$ cat src/hdl/tlpw_pkg.sv
package tlpw_pkg;

  // Sequencer states.
  typedef enum logic [1:0] {
    ST_IDLE,
    ST_ROWCOL,
    ST_EMIT
  } tlpw_state_t;

  // Operation carried in the input tuser.
  typedef enum logic {
    OP_START = 1'b0,
    OP_STEP  = 1'b1
  } tlpw_op_t;

  // Pixel formats.
  localparam logic [1:0] FMT_32   = 2'd0;
  localparam logic [1:0] FMT_24   = 2'd1;
  localparam logic [1:0] FMT_565  = 2'd2;
  localparam logic [1:0] FMT_NONE = 2'd3;

  // Write size codes on the result.
  localparam logic [1:0] WB_FOUR  = 2'd0;
  localparam logic [1:0] WB_THREE = 2'd1;
  localparam logic [1:0] WB_TWO   = 2'd2;

  // Configuration register indexes.
  localparam int unsigned CFG_IDX_W = 3;
  localparam logic [CFG_IDX_W-1:0] REG_FRAME_BASE    = 3'd0;
  localparam logic [CFG_IDX_W-1:0] REG_SCREEN_WIDTH  = 3'd1;
  localparam logic [CFG_IDX_W-1:0] REG_SCREEN_HEIGHT = 3'd2;
  localparam logic [CFG_IDX_W-1:0] REG_ROW_PITCH     = 3'd3;
  localparam logic [CFG_IDX_W-1:0] REG_PIXEL_FORMAT  = 3'd4;

  localparam int unsigned CFG_DW   = 32;
  localparam int unsigned SCREEN_W = 13;
  localparam int unsigned PITCH_W  = 16;
  localparam int unsigned COLOR_W  = 24;
  localparam int unsigned PEN_W    = 4;

  localparam logic [SCREEN_W-1:0] SCREEN_WIDTH_RST  = 13'd640;
  localparam logic [SCREEN_W-1:0] SCREEN_HEIGHT_RST = 13'd480;
  localparam logic [PITCH_W-1:0]  ROW_PITCH_RST     = 16'd2560;

  // Result tdata: address, data, size code, padded to whole bytes.
  localparam int unsigned OUT_DW = 72;

endpackage

$ cat src/hdl/thick_line_pixel_writer_core.sv
// Thick-pen line rasterizer. A start transfer (tuser = 0) loads both endpoints, the pen
// size and the color in one cycle and produces nothing. A step transfer (tuser = 1) on an
// active line emits the pen square around the current point, rows from low y to high y and
// columns from low x to high x, then makes one Bresenham step or, at the end, retires
// the line; a step on an idle line is swallowed. One shared datapath handles each pen
// pixel: a screen-mapping and clipping state, then an address state that waits for the
// sink, with a single row-by-pitch multiplier that loads the output register.
// The pen square spans -off..+off in x and y around the current point, where off is
// min(pen_size/2, MAX_PEN_OFFSET). The input is ready only while the sequencer is idle.
module thick_line_pixel_writer_core
  import tlpw_pkg::*;
#(
  parameter int MAX_PEN_OFFSET = 3,
  parameter int COORD_BITS     = 14
) (
  input  logic                  clk,
  input  logic                  rst_n,
  // Configuration write port.
  input  logic                  cfg_wr_en,
  input  logic [CFG_IDX_W-1:0]  cfg_index,
  input  logic [CFG_DW-1:0]     cfg_wdata,
  // Input: start_x, start_y, end_x, end_y, pen_size, draw_color (low bits first).
  input  logic                  in_tvalid,
  output logic                  in_tready,
  input  logic [((4*COORD_BITS+PEN_W+COLOR_W+7)/8)*8-1:0] in_tdata,
  // Input tuser: operation.
  input  logic [0:0]            in_tuser,
  // Output: write_address, write_data, write_bytes (low bits first).
  output logic                  out_tvalid,
  input  logic                  out_tready,
  output logic [OUT_DW-1:0]     out_tdata,
  // Output tuser: write_valid, line_done (low bit first).
  output logic [1:0]            out_tuser,
  // Output tlast: last_of_point.
  output logic                  out_tlast
);

  localparam int CB = COORD_BITS;
  // Signed width for screen column and row before clipping.
  localparam int SW = ((CB > SCREEN_W) ? CB : SCREEN_W) + 2;
  localparam int PROD_W = SCREEN_W + PITCH_W;

  // Configuration registers.
  logic [31:0]          frame_base_r;
  logic [SCREEN_W-1:0]  screen_width_r;
  logic [SCREEN_W-1:0]  screen_height_r;
  logic [PITCH_W-1:0]   row_pitch_r;
  logic [1:0]           pixel_format_r;

  // Line state.
  logic [CB-1:0]        cur_x_r, cur_y_r, tgt_x_r, tgt_y_r;
  logic [CB:0]          delta_x_r;
  logic [CB+1:0]        neg_delta_y_r;
  logic                 dir_x_r, dir_y_r;
  logic [CB+2:0]        err_r;
  logic [COLOR_W-1:0]   color_r;
  logic [1:0]           pen_off_r;
  logic                 active_r;

  // Pen pixel sequencing.
  tlpw_state_t          state_r, state_nxt;
  logic signed [2:0]    tx_r, ty_r;
  logic [SCREEN_W-1:0]  col_r, row_r;
  logic                 on_r;

  // Output register.
  logic                 out_valid_r;
  logic [31:0]          out_addr_r, out_data_r;
  logic [1:0]           out_bytes_r;
  logic                 out_wv_r, out_last_r, out_done_r;

  // Input fields.
  logic                 in_fire;
  logic [CB-1:0]        sx, sy, ex, ey;
  logic [PEN_W-1:0]     pen;
  logic [COLOR_W-1:0]   in_color;

  assign in_fire  = in_tvalid && in_tready;
  assign sx       = in_tdata[CB-1:0];
  assign sy       = in_tdata[2*CB-1:CB];
  assign ex       = in_tdata[3*CB-1:2*CB];
  assign ey       = in_tdata[4*CB-1:3*CB];
  assign pen      = in_tdata[4*CB+PEN_W-1:4*CB];
  assign in_color = in_tdata[4*CB+PEN_W+COLOR_W-1:4*CB+PEN_W];

  // Line setup.
  logic [CB:0]          ddx, ddy, adx, ady;
  logic [CB+1:0]        ndy_start;
  logic [CB+2:0]        err_start;
  logic [2:0]           pen_half;
  logic [1:0]           off_start;
  logic signed [2:0]    off_s;

  always_comb begin
    ddx       = {ex[CB-1], ex} - {sx[CB-1], sx};
    ddy       = {ey[CB-1], ey} - {sy[CB-1], sy};
    adx       = ddx[CB] ? (~ddx + 1'b1) : ddx;
    ady       = ddy[CB] ? (~ddy + 1'b1) : ddy;
    ndy_start = (CB+2)'(0) - {1'b0, ady};
    err_start = {2'b00, adx} + {ndy_start[CB+1], ndy_start};
    pen_half  = pen[PEN_W-1:1];
    off_start = (pen_half > 3'(MAX_PEN_OFFSET)) ? 2'(MAX_PEN_OFFSET) : pen_half[1:0];
    off_s     = $signed({1'b0, pen_off_r});
  end

  // Screen mapping and clipping of the current pen pixel.
  logic [SW-1:0]        col_s, row_s;
  logic                 on_s;

  always_comb begin
    col_s = {{(SW-SCREEN_W+1){1'b0}}, screen_width_r[SCREEN_W-1:1]}
          + {{(SW-CB){cur_x_r[CB-1]}}, cur_x_r}
          + {{(SW-3){tx_r[2]}}, tx_r};
    row_s = {{(SW-SCREEN_W+1){1'b0}}, screen_height_r[SCREEN_W-1:1]}
          - ({{(SW-CB){cur_y_r[CB-1]}}, cur_y_r} + {{(SW-3){ty_r[2]}}, ty_r});
    on_s  = (pixel_format_r != FMT_NONE) && !col_s[SW-1] && !row_s[SW-1]
         && (col_s < {{(SW-SCREEN_W){1'b0}}, screen_width_r})
         && (row_s < {{(SW-SCREEN_W){1'b0}}, screen_height_r});
  end

  // Address, data and size code of the registered pixel.
  logic [PROD_W-1:0]    row_prod;
  logic [SCREEN_W+1:0]  col_bytes;
  logic [31:0]          pix_addr, pix_data;
  logic [1:0]           size_code;

  always_comb begin
    row_prod = row_r * row_pitch_r;
    case (pixel_format_r)
      FMT_32:  col_bytes = {col_r, 2'b00};
      FMT_24:  col_bytes = {1'b0, col_r, 1'b0} + {2'b00, col_r};
      default: col_bytes = {1'b0, col_r, 1'b0};
    endcase
    case (pixel_format_r)
      FMT_565: pix_data = {16'h0000, color_r[23:19], color_r[15:10], color_r[7:3]};
      default: pix_data = {8'h00, color_r};
    endcase
    case (pixel_format_r)
      FMT_24:  size_code = WB_THREE;
      FMT_565: size_code = WB_TWO;
      default: size_code = WB_FOUR;
    endcase
    pix_addr = frame_base_r + 32'(row_prod) + 32'(col_bytes);
  end

  // Bresenham step.
  logic signed [CB+3:0] e2, ndy_ext, dx_ext;
  logic [CB+2:0]        err_step;
  logic                 step_x, step_y, at_end;

  always_comb begin
    e2       = $signed({err_r, 1'b0});
    ndy_ext  = $signed({{2{neg_delta_y_r[CB+1]}}, neg_delta_y_r});
    dx_ext   = $signed({3'b000, delta_x_r});
    step_x   = (e2 >= ndy_ext);
    step_y   = (e2 <= dx_ext);
    err_step = err_r + (step_x ? {neg_delta_y_r[CB+1], neg_delta_y_r} : (CB+3)'(0))
                     + (step_y ? {2'b00, delta_x_r} : (CB+3)'(0));
    at_end   = (cur_x_r == tgt_x_r) && (cur_y_r == tgt_y_r);
  end

  // Sequencer.
  logic emit_go, pix_last, tx_wrap;

  assign tx_wrap  = (tx_r == off_s);
  assign pix_last = tx_wrap && (ty_r == off_s);

  always_comb begin
    state_nxt = state_r;
    in_tready = 1'b0;
    emit_go   = 1'b0;
    case (state_r)
      ST_IDLE: begin
        in_tready = 1'b1;
        if (in_tvalid && (in_tuser[0] == OP_STEP) && active_r) begin
          state_nxt = ST_ROWCOL;
        end
      end
      ST_ROWCOL: begin
        state_nxt = ST_EMIT;
      end
      ST_EMIT: begin
        emit_go = !out_valid_r || out_tready;
        if (emit_go) begin
          state_nxt = pix_last ? ST_IDLE : ST_ROWCOL;
        end
      end
      default: begin
        state_nxt = ST_IDLE;
      end
    endcase
  end

  always_ff @(posedge clk) begin
    if (!rst_n) begin
      state_r <= ST_IDLE;
    end else begin
      state_r <= state_nxt;
    end
  end

  // Configuration registers.
  always_ff @(posedge clk) begin
    if (!rst_n) begin
      frame_base_r    <= '0;
      screen_width_r  <= SCREEN_WIDTH_RST;
      screen_height_r <= SCREEN_HEIGHT_RST;
      row_pitch_r     <= ROW_PITCH_RST;
      pixel_format_r  <= FMT_32;
    end else if (cfg_wr_en) begin
      case (cfg_index)
        REG_FRAME_BASE:    frame_base_r    <= cfg_wdata;
        REG_SCREEN_WIDTH:  screen_width_r  <= cfg_wdata[SCREEN_W-1:0];
        REG_SCREEN_HEIGHT: screen_height_r <= cfg_wdata[SCREEN_W-1:0];
        REG_ROW_PITCH:     row_pitch_r     <= cfg_wdata[PITCH_W-1:0];
        REG_PIXEL_FORMAT:  pixel_format_r  <= cfg_wdata[1:0];
        default: ;
      endcase
    end
  end

  // Line state.
  always_ff @(posedge clk) begin
    if (!rst_n) begin
      cur_x_r       <= '0;
      cur_y_r       <= '0;
      tgt_x_r       <= '0;
      tgt_y_r       <= '0;
      delta_x_r     <= '0;
      neg_delta_y_r <= '0;
      dir_x_r       <= 1'b0;
      dir_y_r       <= 1'b0;
      err_r         <= '0;
      color_r       <= '0;
      pen_off_r     <= '0;
      active_r      <= 1'b0;
    end else if (in_fire && (in_tuser[0] == OP_START)) begin
      cur_x_r       <= sx;
      cur_y_r       <= sy;
      tgt_x_r       <= ex;
      tgt_y_r       <= ey;
      delta_x_r     <= adx;
      neg_delta_y_r <= ndy_start;
      dir_x_r       <= ($signed(sx) < $signed(ex));
      dir_y_r       <= ($signed(sy) < $signed(ey));
      err_r         <= err_start;
      color_r       <= in_color;
      pen_off_r     <= off_start;
      active_r      <= 1'b1;
    end else if (emit_go && pix_last) begin
      // The end point's square has gone out; otherwise move one point.
      if (at_end) begin
        active_r <= 1'b0;
      end else begin
        err_r <= err_step;
        if (step_x) begin
          cur_x_r <= dir_x_r ? cur_x_r + 1'b1 : cur_x_r - 1'b1;
        end
        if (step_y) begin
          cur_y_r <= dir_y_r ? cur_y_r + 1'b1 : cur_y_r - 1'b1;
        end
      end
    end
  end

  // Pen offsets and clipped pixel position.
  always_ff @(posedge clk) begin
    if (!rst_n) begin
      tx_r <= '0;
      ty_r <= '0;
      on_r <= 1'b0;
    end else begin
      if (state_r == ST_IDLE) begin
        tx_r <= -off_s;
        ty_r <= -off_s;
      end else if (emit_go) begin
        if (tx_wrap) begin
          tx_r <= -off_s;
          ty_r <= ty_r + 3'sd1;
        end else begin
          tx_r <= tx_r + 3'sd1;
        end
      end
      if (state_r == ST_ROWCOL) begin
        on_r <= on_s;
      end
    end
  end

  always_ff @(posedge clk) begin
    if (state_r == ST_ROWCOL) begin
      col_r <= col_s[SCREEN_W-1:0];
      row_r <= row_s[SCREEN_W-1:0];
    end
  end

  // Output register.
  always_ff @(posedge clk) begin
    if (!rst_n) begin
      out_valid_r <= 1'b0;
    end else if (emit_go) begin
      out_valid_r <= 1'b1;
    end else if (out_tready) begin
      out_valid_r <= 1'b0;
    end
  end

  always_ff @(posedge clk) begin
    if (emit_go) begin
      out_addr_r  <= on_r ? pix_addr : 32'h0;
      out_data_r  <= on_r ? pix_data : 32'h0;
      out_bytes_r <= size_code;
      out_wv_r    <= on_r;
      out_last_r  <= pix_last;
      out_done_r  <= at_end;
    end
  end

  assign out_tvalid = out_valid_r;
  assign out_tdata  = {(OUT_DW-66)'(0), out_bytes_r, out_data_r, out_addr_r};
  assign out_tuser  = {out_done_r, out_wv_r};
  assign out_tlast  = out_last_r;

  // An invalid write carries neither address nor data.
  a_invalid_zero: assert property (@(posedge clk) disable iff (!rst_n)
    (out_valid_r && !out_wv_r) |-> (out_addr_r == 32'h0 && out_data_r == 32'h0))
    else $error("invalid write with nonzero address or data");

  // The last pixel of the end point's square retires the line.
  a_end_retires: assert property (@(posedge clk) disable iff (!rst_n)
    (emit_go && pix_last && at_end) |=> !active_r)
    else $error("line still active after its end point");

  // A step on an active line starts the pixel sequence at the pen corner.
  a_step_starts: assert property (@(posedge clk) disable iff (!rst_n)
    (in_fire && (in_tuser[0] == OP_STEP) && active_r)
      |=> (state_r == ST_ROWCOL && tx_r == -off_s && ty_r == -off_s))
    else $error("step did not start the pen square");

  // Pen offsets stay inside the square while pixels are produced.
  a_pen_bounds: assert property (@(posedge clk) disable iff (!rst_n)
    (state_r == ST_ROWCOL || state_r == ST_EMIT)
      |-> (tx_r >= -off_s && tx_r <= off_s && ty_r >= -off_s && ty_r <= off_s))
    else $error("pen offset out of range");

  // No valid write when the pixel format is unsupported.
  a_format_gate: assert property (@(posedge clk) disable iff (!rst_n)
    (out_valid_r && out_wv_r) |-> (pixel_format_r != FMT_NONE))
    else $error("valid write with unsupported format");

endmodule
$ cat config.mk
export PLATFORM = sky130hd
export DESIGN_NAME = thick_line_pixel_writer_core
export DESIGN_NICKNAME = d
export VERILOG_FILES = /design/src/hdl/tlpw_pkg.sv /design/src/hdl/thick_line_pixel_writer_core.sv
export SDC_FILE = /design/constraint.sdc
export NUM_CORES = 2
export LEC_CHECK = 0
export BUFFER_PORTS_ARGS = -buffer_cell sky130_fd_sc_hd__buf_2
export CELL_PAD_IN_SITES_DETAIL_PLACEMENT = 2
export CELL_PAD_IN_SITES_GLOBAL_PLACEMENT = 2
export CORE_MARGIN = 10
export CORE_UTILIZATION = 41
export DETAILED_ROUTE_END_ITERATION = 7
export GPL_TIMING_DRIVEN = 0
export PLACE_DENSITY = 0.91
export REMOVE_ABC_BUFFERS = 1
export SYNTH_ARGS = -nofsm -noshare
export SYNTH_HDL_FRONTEND = slang
export SYNTH_SLANG_ARGS = --single-unit
$ cat constraint.sdc
create_clock -name clk -period 16.85 [get_ports clk]
set_input_delay 1.685 -clock clk [delete_from_list [all_inputs] [get_ports clk]]
set_output_delay 1.685 -clock clk [all_outputs]
set_load 0.005 [all_outputs]
### Word level (Yosys, flattened, before mapping)

Index checks and enable logic that the tools add are counted.

| storage, ports and cells | value |
|---|---|
| bits in registers | 314 |
| bits of input ports | 129 |
| logic and storage cells | 156 |

| operators by class | value |
|---|---|
| $add $sub $neg | 22 |
| multiply operators | 1 |
| magnitude comparators | 7 |
| eq/ne operators | 16 |
| multiplexer cells | 38 |
| bitwise logic cells | 4 |
| reduce and logical (&&, ||, !) cells | 37 |

Operators by type and width:

| operator | number |
|---|---|
| $mux 14 | 10 |
| $mux 17 | 4 |
| $mux 15 | 3 |
| $add 32x15->32 | 1 |
| $add 32x29->32 | 1 |
| $lt 16x13->1 | 2 |
| $add 15x1->15 const B | 2 |
| $not 15->15 | 2 |
| $pmux 15 s2 | 1 |
| $sub 14x14->15 | 2 |
| $mul 13x16->29 | 1 |
| $add 14x1->14 const B | 2 |
| $eq 14x14->1 | 2 |
| $lt 14x14->1 | 2 |
| $sub 14x1->14 const B | 2 |
| $ge 18x16->1 | 1 |
| $le 18x16->1 | 1 |
| $mux 3 | 6 |
| $reduce_and 2->1 | 9 |
| $add 16x16->17 | 1 |
| $add 17x15->17 | 1 |
| $add 17x17->17 | 1 |
| $add 15x3->16 | 1 |
| $mux 16 | 1 |
| 29 further kinds | 66 |

### Depth between registers and ports, before layout

| depth | value |
|---|---|
| word-level depth | 7 |
| gate-level depth with buffers | 37 |

### Least setup slack after synthesis

No wires, ideal clock.

| timing | value |
|---|---|
| kind | register -> register |
| from | register col_r[1] |
| to | register out_addr_r[24], data pin |
| data arrival time | 8,241 ps |
| path slack | 8,349 ps |
| stages on the path, launching flop included | 35 |
| buffers on the path | 0 |
| period minus slack after synthesis | 8,501 ps |
| cell sequence | edfxtp_1 -> ha_1 -> a21o_1 -> a21oi_1 -> o21ai_0 -> a21oi_1 -> o21bai_1 -> a21oi_1 -> o211ai_1 -> a21o_1 -> a21o_1 -> or4_1 -> and3_1 -> fa_1 -> inv_1 -> fa_1 -> inv_1 -> fa_1 -> fa_1 -> inv_1 -> fa_1 -> inv_1 -> fa_1 -> inv_1 -> ha_1 -> a21o_1 -> a21o_1 -> a31o_1 -> and2_1 -> o32a_1 -> a21o_1 -> a221o_1 -> a21o_1 -> a21oi_1 -> mux2i_1 |

| on the way | value |
|---|---|
| cells in the longest elaborated chain, start to end | 3 |

RTL lines:

| item | line | RTL |
|---|---|---|
| start: declaration | thick_line_pixel_writer_core.sv:63 | `logic [SCREEN_W-1:0] col_r, row_r;` |
| start signal: assignment | thick_line_pixel_writer_core.sv:292 | `col_r <= col_s[SCREEN_W-1:0];` |
| $add 14x13->15 | thick_line_pixel_writer_core.sv:131 | `FMT_24: col_bytes = {1'b0, col_r, 1'b0} + {2'b00, col_r};` |
| $pmux 15 s2 * | thick_line_pixel_writer_core.sv:129 | `case (pixel_format_r)` |
| $add 32x15->32 * | thick_line_pixel_writer_core.sv:143 | `pix_addr = frame_base_r + 32'(row_prod) + 32'(col_bytes);` |
| end signal: assignment | thick_line_pixel_writer_core.sv:310 | `out_addr_r <= on_r ? pix_addr : 32'h0;` |
| end: declaration | thick_line_pixel_writer_core.sv:68 | `logic [31:0] out_addr_r, out_data_r;` |

Mark *: on every way between the ends. The rest lies on a longest branch, timed or not.
A chain may end at the register's enable or synchronous reset.

### Final worst setup path

Same ends and word-level chain as after synthesis.

==> results.md <==
* Vias per Instance at 6.278
* Slew HR at 14.34%
* Root buffer cell: clkbuf_16
* Flops & latches, synth at 306
* Endpoints failing hold at 0
* Metal1 wirelength at between 50 and 60 mm
* Largest stage delay on the critical path at about 0.72 ns
* Setup CP Type: reg2reg
* Post-Syn Instances at 3395
* Cell mode on critical path: fa_1
* Core area at ~0.07 mm²
* Area of all sequential standard cells at 0.006998 mm²
* Max VDD drop at 0.0001006 V
* Die area at 0.08146 mm²
* Vias in the first global route at 33280
* Min-Delay Path Class: reg2reg
* Setup bufs post-CTS at 0
* CTS H-tree depth at 2
* Critical Path Fanout Max at 5
* Synth area leader: fa_1
* IO Pins at 206
* Synthesized area at 0.02888 mm²
* Post-CTS sizing at 0
* RD Place Congestion at a little under 0.9
* Antenna violations before repair at 12
* Lkg Pwr at 14.10 nW
* Slew Limit Fails at 0
* Commonest non-fill, non-tap cells in the layout: nand2_1, inv_1, ha_1
* Clock Latency Late Sink at between 0.6 and 0.7 ns
* Post-Route Utilization at 46.05%
* Met3 WL post-DR at 9.821 mm
* WL per Instance at 32.69 µm
* Initial cell density of the core at 41.31%
* Multi-input logic area at 0.01977 mm²
* Dpl ws at a little under 7 ns
* Tot Pwr at 3.208 mW
* Clock Path Buffers at 3
* Dominant synthesized flop cell: dfxtp_1
* Sequential cell area fraction in the yosys report at 24.23%
* WHS at 0.4710 ns
* CTS Buf Count at roughly 40
* Max-cap violation count at 0
* All-Layer GR Usage at roughly a third
* Die H at 285.4 µm
* Final setup fails at 0
* Max Clock Freq at ~0.09 GHz
* Drt drc at 0
* Most common cell after layout, fill and taps aside: nand2_1
* Largest net degree at the start of global routing at 85
* Clock-pin slew on the worst setup and hold paths at about 0.060 ns
* Layout cell share with drive strength beyond 1 at under 10%
* Met2 Wirelength at 73.30 mm
* Dpl cells at ~4400
* Crit path arrival time at 11.22 ns
* Clock skew at 0.04129 ns
* Sink Count at 306
* Fraction of registers with async set/reset at 0%
* Top cell type's share of synthesized area at 16.77%
* Pre-Repair DR Iteration Count at 5
* TritonCTS clock tree: built
* Final WS setup at 5.977 ns
* Power Density at 99.66 mW/mm²
* Top Layer Used: met4
* Critical Path Start Type: register
* HPWL Detailed at just under 100 mm
* Syn Area/Cell at between 8 and 9 µm²
* Antenna Nets Post-Route at 0
* Slowest CP cell: a211oi_1
* Port buffer count at 186
* Fin cells at 4498
* P&R area growth vs syn at 11.46%
* Fin crit share at 64.53%
* Final Critical Period at around 11 ns
* Distinct cells, synth at between 80 and 90
* GRT overflow at 0
* Fillers at 7677
* Synth area leaders: fa_1, dfxtp_1, ha_1
* Rows at 97
* Critical Path End Type: register
* First-pass GRT wire length at between 200 and 250 mm
* Worst Path Required at 17.20 ns
* Status: finished, final reports clean
* Routed WL at 147.1 mm
* # hold bufs at CTS at 0
* Unrepaired setup endpoints after global routing: false
* Die Width at about 290 µm
* DR vias at approximately 28000
* Actual slew at the worst max-slew pin at 1.280 ns
* 1st-iter DRT viols at 2140
* NumNets Final at approximately 4200
* Ys Warns at 0
* EDFF count, synth at 87
state kept, by name (all words and copies together) (netlist names), 15 cells and up:
name and cells:
err_r 17, row_pitch_r 16, color_r 24, frame_base_r 32, delta_x_r 15, neg_delta_y_r 16
out_addr_r 32, out_data_r 24
layout make-up:
| class | instances | share of cell area (%) |
|---|---|---|
| multi-input cells | 2530 | 61.40 |
| inverters | 427 | 4.994 |
| clock buffers | 58 | 3.572 |
| flip-flops and latches | 306 | 21.74 |
| clock inverters | 18 | 0.5130 |
| repair buffers | 211 | 4.069 |
| well taps | 940 | 3.653 |
| diodes | 8 | 0.06219 |
worst paths after layout:
path | from | endpoint | slack (ns) | depth (start not counted)
worst max register to register | col_r[1] | out_addr_r[24] | 5.98 | 35
worst min-delay path | frame_base_r[10] | frame_base_r[10] | 0.47 | 2
worst max-delay path | col_r[1] | out_addr_r[24] | 5.98 | 35
worst min register to register | frame_base_r[10] | frame_base_r[10] | 0.47 | 2
metal layers:
metal,track usage (%),vias to the layer above
met5,0,-
met2,61.99,1559
met4,26.36,0
met3,7.817,790
li1,-,11520
met1,35.65,14370
cell families (layout without fill, tap and decap cells):
kind of cell    count (synthesis)  in the layout  synth area share (%)
fa+ha+maj                     528            528                 29.16
compound gates                672            672                 14.99
simple gates                 1106           1106                 17.38
mux                            24             24                0.8491
other cells                     1             22               0.01298
xor+xnor                      186            186                 5.692
buf+inv                       572            714                 7.685
flops                         306            306                 24.23
cell usage after synthesis, types with 12 or more instances:
cell,instances
a22oi_1,22
edfxtp_1,87
inv_1,423
xor2_1,73
nand2b_1,30
o21bai_1,17
a21boi_0,22
buf_4,16
xnor2_1,111
and2_1,94
and3_1,26
fa_1,242
nand2_1,550
nor3_1,65
a211oi_1,49
o211ai_1,20
a21oi_1,272
dfxtp_1,219
clkbuf_1,114
nor2_1,185
o21ai_0,76
ha_1,286
nand4_1,12
a21o_1,54
nand3_1,41
nor2b_1,35
o21a_1,24
nor4_1,16
mux2i_1,20
a221oi_1,16
metrics by stage:
stage / setup TNS (ns) / instance area, µm²
floorplan: 0 / 28310
global placement: -0.004535 / 30420
detailed placement: 0 / 30850
CTS: 0 / 32170
global route: 0 / 32190
finish: 0 / 32190
critical path, delay by kind of cell (launching register included):
| family | cells | cell delay, ns |
|---|---|---|
| AOI/OAI and AO/OA | 14 | 4.47 |
| adders and majority gates | 9 | 3.97 |
| buffers and inverters | 6 | 0.54 |
| DFF | 1 | 0.48 |
| muxes | 2 | 0.29 |
| and+or+nand+nor | 4 | 0.81 |
power breakdown:
group / switching (mW) / leakage [nW] / internal (mW)
clock: 0.425 / 0.641 / 0.497
sequential: 0.0555 / 2.47 / 0.794
combinational: 0.936 / 11.0 / 0.501
No activity file was read; power rests on OpenSTA's default activity.
